--- src/rtl/bqdec_pkg.sv ---
`timescale 1ns / 1ps
// ============================================================================
// bqdec_pkg: shared types and constants of the biquad decimator
// Field widths, fixed-point format, register codes and the command and
// status groups between the sequencer and the datapath.
// ============================================================================
package bqdec_pkg;

  // Stream fields
  localparam int SAMPLE_W  = 24;
  localparam int CHAN_W    = 8;
  localparam int TS_W      = 48;
  localparam int TDATA_W   = SAMPLE_W + CHAN_W + TS_W;
  localparam int CHAN_LSB  = SAMPLE_W;
  localparam int TS_LSB    = SAMPLE_W + CHAN_W;

  // Configuration port
  localparam int CFG_IDX_W = 3;
  localparam int CFG_W     = 32;
  localparam int COEF_W    = 32;
  localparam int CNT_W     = 16;

  // Fixed-point format
  localparam int MAX_CHANNELS   = 256;
  localparam int ADDR_W         = $clog2(MAX_CHANNELS);
  localparam int COEF_FRAC_BITS = 30;
  localparam int HISTORY_WIDTH  = 48;
  localparam int HIST_FRAC_BITS = HISTORY_WIDTH - 32;
  localparam int OUT_SHIFT      = COEF_FRAC_BITS + HIST_FRAC_BITS;

  // Datapath widths: w + 2*h1 + h2 needs three guard bits, the running w
  // (input plus two feedback terms) needs four.
  localparam int SUM_W   = HISTORY_WIDTH + 3;
  localparam int W_ACC_W = HISTORY_WIDTH + 4;
  localparam int MAG_W   = SUM_W;
  localparam int MUL_W   = 32;
  localparam int PROD_W  = MUL_W + MAG_W;
  localparam int YR_W    = PROD_W - OUT_SHIFT;

  // History saturation bounds at the width of the running w
  localparam logic signed [W_ACC_W-1:0] W_HMAX =
    {{(W_ACC_W-HISTORY_WIDTH+1){1'b0}}, {(HISTORY_WIDTH-1){1'b1}}};
  localparam logic signed [W_ACC_W-1:0] W_HMIN =
    {{(W_ACC_W-HISTORY_WIDTH+1){1'b1}}, {(HISTORY_WIDTH-1){1'b0}}};

  // Register reset values
  localparam logic [CNT_W-1:0]  DECIM_RST = 16'd1;
  localparam logic [CNT_W-1:0]  BLOCK_RST = 16'd10;
  localparam logic [COEF_W-1:0] B0_RST    = COEF_W'(1) << COEF_FRAC_BITS;

  typedef enum logic [CFG_IDX_W-1:0] {
    REG_DECIM = 3'd0,
    REG_BLOCK = 3'd1,
    REG_B0    = 3'd2,
    REG_A1    = 3'd3,
    REG_A2    = 3'd4
  } cfg_reg_t;

  typedef enum logic [3:0] {
    ST_IDLE,
    ST_FETCH,
    ST_MAG,
    ST_A1_LO,
    ST_A1_HI,
    ST_A2_LO,
    ST_A2_HI,
    ST_A2_ACC,
    ST_W_FIN,
    ST_SUM,
    ST_B_MAG,
    ST_B_LO,
    ST_B_HI,
    ST_B_ACC,
    ST_OUT
  } ctl_state_t;

  typedef enum logic [2:0] {
    MUL_NONE,
    MUL_A1_LO,
    MUL_A1_HI,
    MUL_A2_LO,
    MUL_A2_HI,
    MUL_B_LO,
    MUL_B_HI
  } mul_sel_t;

  typedef enum logic [1:0] {
    ACC_HOLD,
    ACC_LOAD_A,
    ACC_LOAD_B,
    ACC_ADD_HI
  } acc_op_t;

  typedef enum logic [1:0] {
    W_HOLD,
    W_APPLY1,
    W_APPLY2
  } w_op_t;

  typedef struct packed {
    logic     capture;
    logic     fetch;
    logic     mag_a;
    mul_sel_t mul_sel;
    acc_op_t  acc_op;
    w_op_t    w_op;
    logic     sum_en;
    logic     mag_b;
    logic     hist_wr;
    logic     out_load;
    logic     out_block_last;
  } dp_cmd_t;

  typedef struct packed {
    logic fend;
  } dp_stat_t;

endpackage

--- src/rtl/bqdec_ctrl.sv ---
`timescale 1ns / 1ps
// ============================================================================
// bqdec_ctrl: sequencer, decimation and block counters
// Steps the datapath through the six partial products of one sample, decides
// whether the result is kept and owns the output valid flag.
// ============================================================================
module bqdec_ctrl (
  input  logic                            clk,
  input  logic                            rst_n,
  input  logic                            in_tvalid,
  output logic                            in_tready,
  output logic                            out_tvalid,
  input  logic                            out_tready,
  input  logic                            cfg_valid,
  output logic                            cfg_ready,
  input  logic [bqdec_pkg::CFG_IDX_W-1:0] cfg_index,
  input  logic [bqdec_pkg::CFG_W-1:0]     cfg_data,
  input  bqdec_pkg::dp_stat_t             stat,
  output bqdec_pkg::dp_cmd_t              cmd
);
  import bqdec_pkg::*;

  ctl_state_t       state_r, state_nxt;
  logic [CNT_W-1:0] decim_r, blksz_r;
  logic [CNT_W-1:0] phase_r, phase_nxt;
  logic [CNT_W-1:0] blkcnt_r, blkcnt_nxt;
  logic             out_valid_r, out_valid_nxt;
  logic [CNT_W:0]   ph_inc, blk_inc;
  logic             emit, ph_wrap, blk_wrap, out_free, advance;

  assign emit     = (phase_r == '0);
  assign ph_inc   = {1'b0, phase_r} + 1'b1;
  assign blk_inc  = {1'b0, blkcnt_r} + 1'b1;
  assign ph_wrap  = (ph_inc >= {1'b0, decim_r});
  assign blk_wrap = (blk_inc >= {1'b0, blksz_r});
  assign out_free = !out_valid_r || out_tready;

  assign in_tready  = (state_r == ST_IDLE);
  assign out_tvalid = out_valid_r;
  assign cfg_ready  = 1'b1;

  always_ff @(posedge clk) begin
    if (!rst_n) begin
      state_r     <= ST_IDLE;
      phase_r     <= '0;
      blkcnt_r    <= '0;
      out_valid_r <= 1'b0;
    end else begin
      state_r     <= state_nxt;
      phase_r     <= phase_nxt;
      blkcnt_r    <= blkcnt_nxt;
      out_valid_r <= out_valid_nxt;
    end
  end

  always_ff @(posedge clk) begin
    if (!rst_n) begin
      decim_r <= DECIM_RST;
      blksz_r <= BLOCK_RST;
    end else if (cfg_valid) begin
      case (cfg_index)
        REG_DECIM: decim_r <= cfg_data[CNT_W-1:0];
        REG_BLOCK: blksz_r <= cfg_data[CNT_W-1:0];
        default: ;
      endcase
    end
  end

  always_comb begin
    state_nxt          = state_r;
    advance            = 1'b0;
    cmd.capture        = 1'b0;
    cmd.fetch          = 1'b0;
    cmd.mag_a          = 1'b0;
    cmd.mul_sel        = MUL_NONE;
    cmd.acc_op         = ACC_HOLD;
    cmd.w_op           = W_HOLD;
    cmd.sum_en         = 1'b0;
    cmd.mag_b          = 1'b0;
    cmd.hist_wr        = 1'b0;
    cmd.out_load       = 1'b0;
    cmd.out_block_last = stat.fend && blk_wrap;
    case (state_r)
      ST_IDLE: begin
        if (in_tvalid) begin
          cmd.capture = 1'b1;
          state_nxt   = ST_FETCH;
        end
      end
      ST_FETCH: begin
        cmd.fetch = 1'b1;
        state_nxt = ST_MAG;
      end
      ST_MAG: begin
        cmd.mag_a = 1'b1;
        state_nxt = ST_A1_LO;
      end
      ST_A1_LO: begin
        cmd.mul_sel = MUL_A1_LO;
        state_nxt   = ST_A1_HI;
      end
      ST_A1_HI: begin
        cmd.mul_sel = MUL_A1_HI;
        cmd.acc_op  = ACC_LOAD_A;
        state_nxt   = ST_A2_LO;
      end
      ST_A2_LO: begin
        cmd.mul_sel = MUL_A2_LO;
        cmd.acc_op  = ACC_ADD_HI;
        state_nxt   = ST_A2_HI;
      end
      ST_A2_HI: begin
        cmd.mul_sel = MUL_A2_HI;
        cmd.acc_op  = ACC_LOAD_A;
        cmd.w_op    = W_APPLY1;
        state_nxt   = ST_A2_ACC;
      end
      ST_A2_ACC: begin
        cmd.acc_op = ACC_ADD_HI;
        state_nxt  = ST_W_FIN;
      end
      ST_W_FIN: begin
        cmd.w_op  = W_APPLY2;
        state_nxt = ST_SUM;
      end
      ST_SUM: begin
        cmd.sum_en  = 1'b1;
        cmd.hist_wr = 1'b1;
        state_nxt   = ST_B_MAG;
      end
      ST_B_MAG: begin
        cmd.mag_b = 1'b1;
        state_nxt = ST_B_LO;
      end
      ST_B_LO: begin
        cmd.mul_sel = MUL_B_LO;
        state_nxt   = ST_B_HI;
      end
      ST_B_HI: begin
        cmd.mul_sel = MUL_B_HI;
        cmd.acc_op  = ACC_LOAD_B;
        state_nxt   = ST_B_ACC;
      end
      ST_B_ACC: begin
        cmd.acc_op = ACC_ADD_HI;
        state_nxt  = ST_OUT;
      end
      ST_OUT: begin
        // Drop the sample off-phase; otherwise hold until the result slot frees
        if (!emit) begin
          advance   = 1'b1;
          state_nxt = ST_IDLE;
        end else if (out_free) begin
          advance      = 1'b1;
          cmd.out_load = 1'b1;
          state_nxt    = ST_IDLE;
        end
      end
      default: state_nxt = ST_IDLE;
    endcase
  end

  always_comb begin
    phase_nxt  = phase_r;
    blkcnt_nxt = blkcnt_r;
    if (advance && stat.fend) begin
      phase_nxt = ph_wrap ? '0 : ph_inc[CNT_W-1:0];
      if (emit) begin
        blkcnt_nxt = blk_wrap ? '0 : blk_inc[CNT_W-1:0];
      end
    end
    if (cmd.out_load) begin
      out_valid_nxt = 1'b1;
    end else if (out_tready) begin
      out_valid_nxt = 1'b0;
    end else begin
      out_valid_nxt = out_valid_r;
    end
  end

  a_accept_starts: assert property (@(posedge clk) disable iff (!rst_n)
    in_tvalid && in_tready |=> state_r == ST_FETCH)
    else $error("accepted beat did not start processing");

  a_emit_on_phase: assert property (@(posedge clk) disable iff (!rst_n)
    cmd.out_load |-> phase_r == '0)
    else $error("result emitted off decimation phase");

  a_blk_only_at_out: assert property (@(posedge clk) disable iff (!rst_n)
    $past(rst_n) && !$stable(blkcnt_r) |-> $past(state_r) == ST_OUT)
    else $error("block counter moved outside result step");

endmodule

--- config.mk ---
export PLATFORM = sky130hd
export DESIGN_NAME = bqdec_ctrl
export DESIGN_NICKNAME = d
export VERILOG_FILES = /design/src/rtl/bqdec_pkg.sv /design/src/rtl/bqdec_ctrl.sv
export SDC_FILE = /design/constraint.sdc
export NUM_CORES = 1
export LEC_CHECK = 0
export BUFFER_PORTS_ARGS = -buffer_cell sky130_fd_sc_hd__buf_2
export CORE_ASPECT_RATIO = 2
export CORE_MARGIN = 8
export CORE_UTILIZATION = 62
export CTS_CLUSTER_SIZE = 25
export DETAILED_ROUTE_END_ITERATION = 8
export PLACE_DENSITY = 0.89
export SETUP_SLACK_MARGIN = 0.15
export SYNTH_ARGS = -nofsm -noshare
export SYNTH_HDL_FRONTEND = slang
export SYNTH_SLANG_ARGS = --single-unit
--- constraint.sdc ---
create_clock -name clk -period 9.2 [get_ports clk]
set_clock_uncertainty 0.15 [all_clocks]
set_input_delay 1.38 -clock clk [delete_from_list [all_inputs] [get_ports clk]]
set_output_delay 1.38 -clock clk [all_outputs]
set_load 0.02 [all_outputs]
---- After elaboration in Yosys (flattened, before gate mapping) ----
Index checks and enable logic that the tools add are counted.
Widths: inputs -> output; s select.
storage, ports and cells
  register bits after elaboration ......... 69
  input bits .............................. 41
  output and inout port bits .............. 18
  word-level logic and storage cells ...... 63
operators by class
  mux-type cells .......................... 22
  order comparisons ....................... 2
  $add $sub $neg .......................... 2
  equality and inequality tests ........... 17
  reduce and logical (&&, ||, !) cells .... 14
operator list
  operator               number
  $pmux 4 s15            1
  $add 16x1->17 const B  2
  $ge 17x16->1           2
  $mux 16                2
  $eq 4x4->1 const B     7
  $pmux 3 s6             1
  $eq 4x3->1 const B     4
  $logic_not 16->1       1
  $mux 1                 13
  $mux 4                 3
  $eq 4x2->1 const B     2
  $reduce_and 2->1       4
  $pmux 2 s3             1
  $eq 4x1->1 const B     1
  $logic_not 4->1        1
  $pmux 2 s2             1
  $eq 3x1->1 const B     1
  $logic_not 3->1        1
  $ne 3x3->1 const B     1
  $reduce_or 3->1        1
  $logic_and 1x1->1      2
  $ne 2x2->1 const B     1
  $reduce_bool 2->1      1
  $reduce_or 2->1        1
  other kinds (2)        2

---- Depth between registers and ports, before layout ----
Gate-level depths: netlist of run 1.
  depth after elaboration ................. 7
  gate-level depth with buffers ........... 15
  depth with buffers taken out ............ 13

---- Worst setup path after synthesis of run 1 ----
Ideal clock, no wire load.
  kind .................................... reg-to-output
  from .................................... register blkcnt_r[3]
  to ...................................... output cmd[0] (netlist bit)
  arrival ................................. 2604 ps
  data required time ...................... 7670 ps
  buffers on the path ..................... 1
  path slack .............................. 5066 ps
  stages on the path, launching flop included .. 13
  cell sequence ........................... dfxtp_1 > and3_1 > and3_2 > and3_1 > nand3_1 > nor2_1 > xor2_1 > ha_1 > nand3_1 > a211o_1 > and4b_1 > clkbuf_1 > nor2b_1
RTL lines
  element                   line              source
  start: declaration        bqdec_ctrl.sv:26  logic [CNT_W-1:0] blkcnt_r, blkcnt_nxt;
  start signal: assignment  bqdec_ctrl.sv:51  blkcnt_r <= blkcnt_nxt;
  end: declaration          bqdec_ctrl.sv:19  output bqdec_pkg::dp_cmd_t cmd

==> results.json, run 1 <==
{
  "status": "finished clean",
  "p_sw_uw": 165.3,
  "swShare_pct": 21.37,
  "wl_per_cell_um": 14.18,
  "io_buffers": 41,
  "dieWidth_um": 74.64,
  "min_period_ns": 4.826,
  "synth_ff_type": "dfxtp_1",
  "antenna_found_initial": 0,
  "cts_tree": "built",
  "diodes": 0,
  "setup_tns_ns": 0,
  "r2r_setup_slack_ns": 5.26,
  "clk_pin_slew_ns": 0.05,
  "seq_area_frac_synth_pct": 32.39,
  "vias": 3950,
  "setup_viol": 0,
  "relSlewSlack_pct": 35.10,
  "ys_top_cells_by_count": "109 x nand2_1, 69 x dfxtp_1, 56 x a21oi_1, 41 x inv_1, 36 x nand3_1",
  "dr.pass1.iters": 4,
  "synth_top_area_cell": "dfxtp_1",
  "grt_max_degree": 55,
  "synth_edf_count": 0,
  "clk_latency_ns": 0.34,
  "syn-cell-area_um2": 4264,
  "hold_path_end": "blksz_r[10]$_SDFFE_PN0P_",
  "finalHoldViolations": 0,
  "p_leak_nw": 1.915,
  "max_freq_mhz": 207.2,
  "hold_class": "register to register",
  "grt_first_pass_wirelength_um": 16880,
  "cp_max_fo": 6,
  "end_kind": "output port",
  "synthArstFlopShare_pct": 0,
  "clockBufferDepth": 2,
  "r2r_cells": 13,
  "synth.most_common_cell": "nand2_1",
  "synthCells": 570,
  "clkPwrFrac_pct": 53.4,
  "hold-path-cell-count": 2,
  "syn_nets": 646,
  "gp_congestion": 0.8588,
  "start_util_pct": 62.90,
  "wl_um": 9715,
  "place_ws_ns": 4.786,
  "row_count": 43,
  "synth_cell_types": 61,
  "cellPowerDensity_nw_per_um2": 160.8,
  "final_cell_count_no_fill": 685,
  "postCtsHoldBufs": 0,
  "fp.dieArea_um2": 9948,
  "postRouteAntennaNets": 0,
  "reg2reg_to": "phase_r[7]$_SDFFE_PN0P_",
  "first_global_vias": 3908,
  "drv_cap": 0,
  "post_cts_resized": 0,
  "cts.sinks": 69,
  "comb_power_share_pct": 6.7,
  "ys_ff_latch": 69,
  "worstPathRequired_ns": 7.67,
  "start_kind": "register",
  "pin_count": 59,
  "ys.warnings.count": 0,
  "worst_pin_slew_ns": 0.9700,
  "rr_startpoint": "phase_r[0]$_SDFFE_PN0P_",
  "sequentialPowerShare_pct": 39.8,
  "synth_top_area_share_pct": 32.39,
  "path_class": "register to output port",
  "core_um2": 6779,
  "hold_slack_ns": 0.3045,
  "syn_to_final_growth_pct": 12.76,
  "via_per_inst": 5.766,
  "overflow": 0,
  "layout_worst_path_cycle_share_pct": 52.46,
  "vdd_drop_max_v": 0.0001211,
  "die_y_um": 133.3,
  "drive_gt1_share_pct": 11.43,
  "drc_errors": 0,
  "hold_start": "blksz_r[10]$_SDFFE_PN0P_",
  "syn_area_per_cell_um2": 7.481,
  "ctsHtreeMaxLevel": 3,
  "dp_cells": 669,
  "setup_ws_ns": 4.374,
  "grt_use_total_pct": 21.07,
  "synth_area_leaders": "dfxtp_1 32%, ha_1 10%, nand2_1 9.6%, a21oi_1 6.6%, xnor2_1 4.3%",
  "internal-power_uw": 608.1,
  "cts_buffers": 9,
  "rsz0062_at_grt": "false",
  "postCtsSetupBuffers": 0,
  "crit_arrival_ns": 3.30,
  "dpl.hpwl_um": 6809,
  "root_buffer": "clkbuf_16",
  "maxSlewViolCount": 0,
  "drtIter0Drc": 307,
  "finalNetCount": 666
}
[sequential cells by signal, summed over array words and instances, names as in the netlist]
register / cells
state_r: 4
blkcnt_r: 16
decim_r: 16
phase_r: 16
blksz_r: 16
out_tvalid: 1
[final cells by class]
cell class,count,area [um2]
multi-input combinational,425,2576
timing repair buffer,43,220.2
clock buffer,13,270.3
fill,576,1971
inverter,42,157.7
clock inverter,3,90.09
sequential,69,1381
tap,90,112.6
[stage by stage]
step           cell area [um2]  power (mW)  util, %
2_1_floorplan             4264      0.3500        -
3_3_place_gp              4448      0.3640    65.61
3_5_place_dp              4448      0.3652    65.61
4_1_cts                   4808      0.7754    70.93
5_1_grt                   4808      0.7955    70.93
6_report                  4808      0.7733    70.93
[power by group through the flow]
stage,clock (mW),sequential [mW],combinational [mW]
3_3_place_gp,0,0.314,0.0498
4_1_cts,0.416,0.308,0.0518
2_1_floorplan,0,0.311,0.0387
6_report,0.413,0.308,0.0521
3_5_place_dp,0,0.314,0.0509
5_1_grt,0.429,0.309,0.0578
[worst max-delay path by stage]
stage | startpoint | end | slack [ns]
floorplan | blkcnt_r[3]$_SDFFE_PN0P_ | cmd[0] | 5.07
global placement | blkcnt_r[3]$_SDFFE_PN0P_ | cmd[0] | 4.89
detailed placement | blkcnt_r[3]$_SDFFE_PN0P_ | cmd[0] | 4.79
CTS | blkcnt_r[3]$_SDFFE_PN0P_ | cmd[0] | 4.40
global route | blkcnt_r[6]$_SDFFE_PN0P_ | cmd[0] | 4.16
finish | blkcnt_r[3]$_SDFFE_PN0P_ | cmd[0] | 4.37
[logic make-up (layout without fill, tap and decap cells)]
group                    count (synthesis)  count (layout)  synth area share (%)
buffers and inverters                   76             101                 7.189
XOR/XNOR                                29              29                 5.957
AO/OA/AOI/OAI                          104             104                 15.11
other                                    1               1               0.08794
adder cells (fa/ha/maj)                 35              35                 10.27
AND/OR/NAND/NOR                        255             255                 28.76
flip-flops                              69              69                 32.39
multiplexers                             1               1                0.2348
[metal layers]
layer	track usage (%)	routed length, um	vias up
met1	24.70	4229	1844
met4	8.901	166	0
li1	-	-	2008
met5	0	0	-
met3	4.970	454	13
met2	34.73	4865	85
[placed cells by master (no fill, tap or decap), types with 3 or more instances in the layout]
cell type	Yosys	final
bufinv_16	0	3
o211ai_1	3	3
nand4_1	11	11
nor3_1	16	16
nor2b_1	3	3
a221o_1	4	4
o2bb2ai_1	4	4
nand3_1	36	36
a21oi_1	56	56
o21ai_0	5	5
a31oi_1	8	8
nand4b_1	3	3
a211oi_1	4	4
nand2_1	109	109
buf_2	2	41
and3_1	12	12
xor2_1	8	8
and2_1	3	3
nand2b_1	5	5
dfxtp_1	69	69
nor2_1	32	32
xnor2_1	21	21
clkbuf_16	0	9
clkbuf_8	0	3
nor4_1	8	8
ha_1	35	35
inv_1	41	41
[critical path, cell delays in order (launching register included)]
cell	delay [ns]
dfxtp_1	0.41
and3_1	0.22
and3_2	0.24
and3_1	0.20
nand3_1	0.17
xnor2_1	0.18
ha_1	0.32
a21oi_1	0.16
a21boi_0	0.12
o31ai_1	0.30
and4b_1	0.39
nor2b_1	0.09
buf_2	0.17
No activity file was read; power rests on OpenSTA's default activity.
==> run 2, diff against run 1 <==
CORE_UTILIZATION = 58   (was 62)
PLACE_DENSITY = 0.84   (was 0.89)
clock period = 4.9 ns   (was 9.2 ns; I/O delays follow)
==> run 2 against run 1 <==
  * Power grew 71%
  * Sequential power grew 88%
  * Die area grew 5.7%
  * Largest power group unchanged
  * Sequential share of layout area grew 0.35 points
  * Final area shrank 1.2%
  * Via count grew 3.7%
  * Critical path depth is the same
  * Setup slack lost 3.7 ns
  * Register-to-register slack lost 4.4 ns
  * Final cell count grew 0.29%
  * Count of clock-buffer cells in the layout shrank 4
  * Non-clock buffer count is the same
==> results.json, run 2 (synthesis results as in run 1) <==
{
  "status": "finished clean",
  "crit_slowest_cell": "dfxtp_1",
  "hold_slack_ns": 0.3039,
  "clk_latency_ns": 0.34,
  "layout_common_cells": "109 x nand2_1, 69 x dfxtp_1, 56 x a21oi_1",
  "drv_cap": 0,
  "end_kind": "output port",
  "min_period_ns": 4.219,
  "dieWidth_um": 76.63,
  "drtIter0Drc": 253,
  "gp_congestion": 0.9423,
  "critPathMaxStageDelay_ns": 0.46,
  "pin_count": 59,
  "postCtsSetupBuffers": 0,
  "wl_um": 10840,
  "dp_cells": 671,
  "worstPathRequired_ns": 4.01,
  "place_ws_ns": 0.9266,
  "post_cts_resized": 0,
  "crit_arrival_ns": 3.33,
  "cts_tree": "built",
  "p_leak_nw": 1.877,
  "antenna_found_initial": 0,
  "cp_cell_sequence": "ha_1, and2_4, nand4_2, nor2_1, xor2_1, ha_1, nand4_1, nor2_1, o31ai_1, and4b_1, nor2b_1, buf_2",
  "setup_tns_ns": 0,
  "finalPower_mw": 1.323,
  "grt_max_degree": 57,
  "start_util_pct": 59.13,
  "io_buffers": 41,
  "path_delay_family": "simple AND/OR/NAND/NOR gates",
  "diodes": 0,
  "drc_errors": 0,
  "fin_area_um2": 4751,
  "fin_util_pct": 65.87,
  "core_um2": 7212,
  "final_common_cell": "nand2_1",
  "relSlewSlack_pct": 38.55,
  "rsz0062_at_grt": "false",
  "grt_use_total_pct": 20.92,
  "maxSlewViolCount": 0,
  "row_count": 44,
  "hold_class": "register to register",
  "cts_buffers": 9,
  "syn_to_final_growth_pct": 11.41,
  "drive_gt1_share_pct": 11.60,
  "vdd_drop_max_v": 0.0002552,
  "worst_pin_slew_ns": 0.9184,
  "postRouteAntennaNets": 0,
  "dr.pass1.iters": 5,
  "first_global_vias": 3939,
  "grt_first_pass_wirelength_um": 17640,
  "start_kind": "register",
  "cellPowerDensity_nw_per_um2": 278.5,
  "placed_area_um2": 4451,
  "setup_ws_ns": 0.6813,
  "path_buf_inv": 1,
  "finalHoldViolations": 0,
  "overflow": 0,
  "setup_viol": 0,
  "clk_pin_slew_ns": 0.06,
  "die_y_um": 137.3,
  "fp.dieArea_um2": 10520,
  "via_per_inst": 5.961,
  "layout_worst_path_cycle_share_pct": 86.10,
  "wl_per_cell_um": 15.78,
  "path_class": "register to output port",
  "ctsHtreeMaxLevel": 3,
  "postCtsHoldBufs": 0,
  "finalNetCount": 666,
  "max_freq_mhz": 237.0,
  "clockBufferDepth": 2,
  "vias": 4095,
  "cp_max_fo": 7,
  "dpl.hpwl_um": 8099,
  "root_buffer": "clkbuf_16",
  "cts.sinks": 69,
  "final_cell_count_no_fill": 687
}
## run 2: cell types whose count changed in the layout (fill, tap and decap cells not counted)
cell / delta
clkbuf_8: -3
clkinvlp_4: +3
bufinv_16: -2
clkbuf_1: -1
clkinv_2: +1
clkinv_4: +1
inv_6: +1
## run 2: worst register-to-register path, delay by kind of cell (launching register included)
family	cells	cell delay, ns
flip-flops	1	0.42
adder cells (fa/ha/maj)	2	0.55
XOR/XNOR	1	0.21
AND/OR/NAND/NOR	7	2.07
AO/OA/AOI/OAI	3	0.60
## run 2: per-layer routing
layer  vias up  track usage [%]  routed length (um)
li1       2004                -                   -
met1      1921            18.74                3837
met2       122            39.10                5837
met3        48            5.033                 450
met4         0            16.81                 715
met5         -                0                   0
## run 2: final timing paths
kind	startpoint	endpoint	slack, ns	cells past startpoint
setup / recovery	blkcnt_r[0]$_SDFFE_PN0P_	cmd[0]	0.68	12
hold / removal	blksz_r[8]$_SDFFE_PN0P_	blksz_r[8]$_SDFFE_PN0P_	0.30	2
setup reg to reg	phase_r[0]$_SDFFE_PN0P_	phase_r[2]$_SDFFE_PN0P_	0.83	13
hold reg to reg	blksz_r[8]$_SDFFE_PN0P_	blksz_r[8]$_SDFFE_PN0P_	0.30	2
## run 2: layout make-up
cell class	instances	area [um2]
Clock buffer	9	225.2
Clock inverter	7	75.07
Fill cell	626	2461
Inverter	42	157.7
Multi-Input combinational cell	425	2576
Sequential cell	69	1381
Tap cell	92	115.1
Timing Repair Buffer	43	220.2
## run 2: power breakdown
group / internal, mW / switching (mW)
Clock: 0.395 / 0.251
Combinational: 0.0337 / 0.0653
Sequential: 0.569 / 0.00952
Total: 0.998 / 0.325
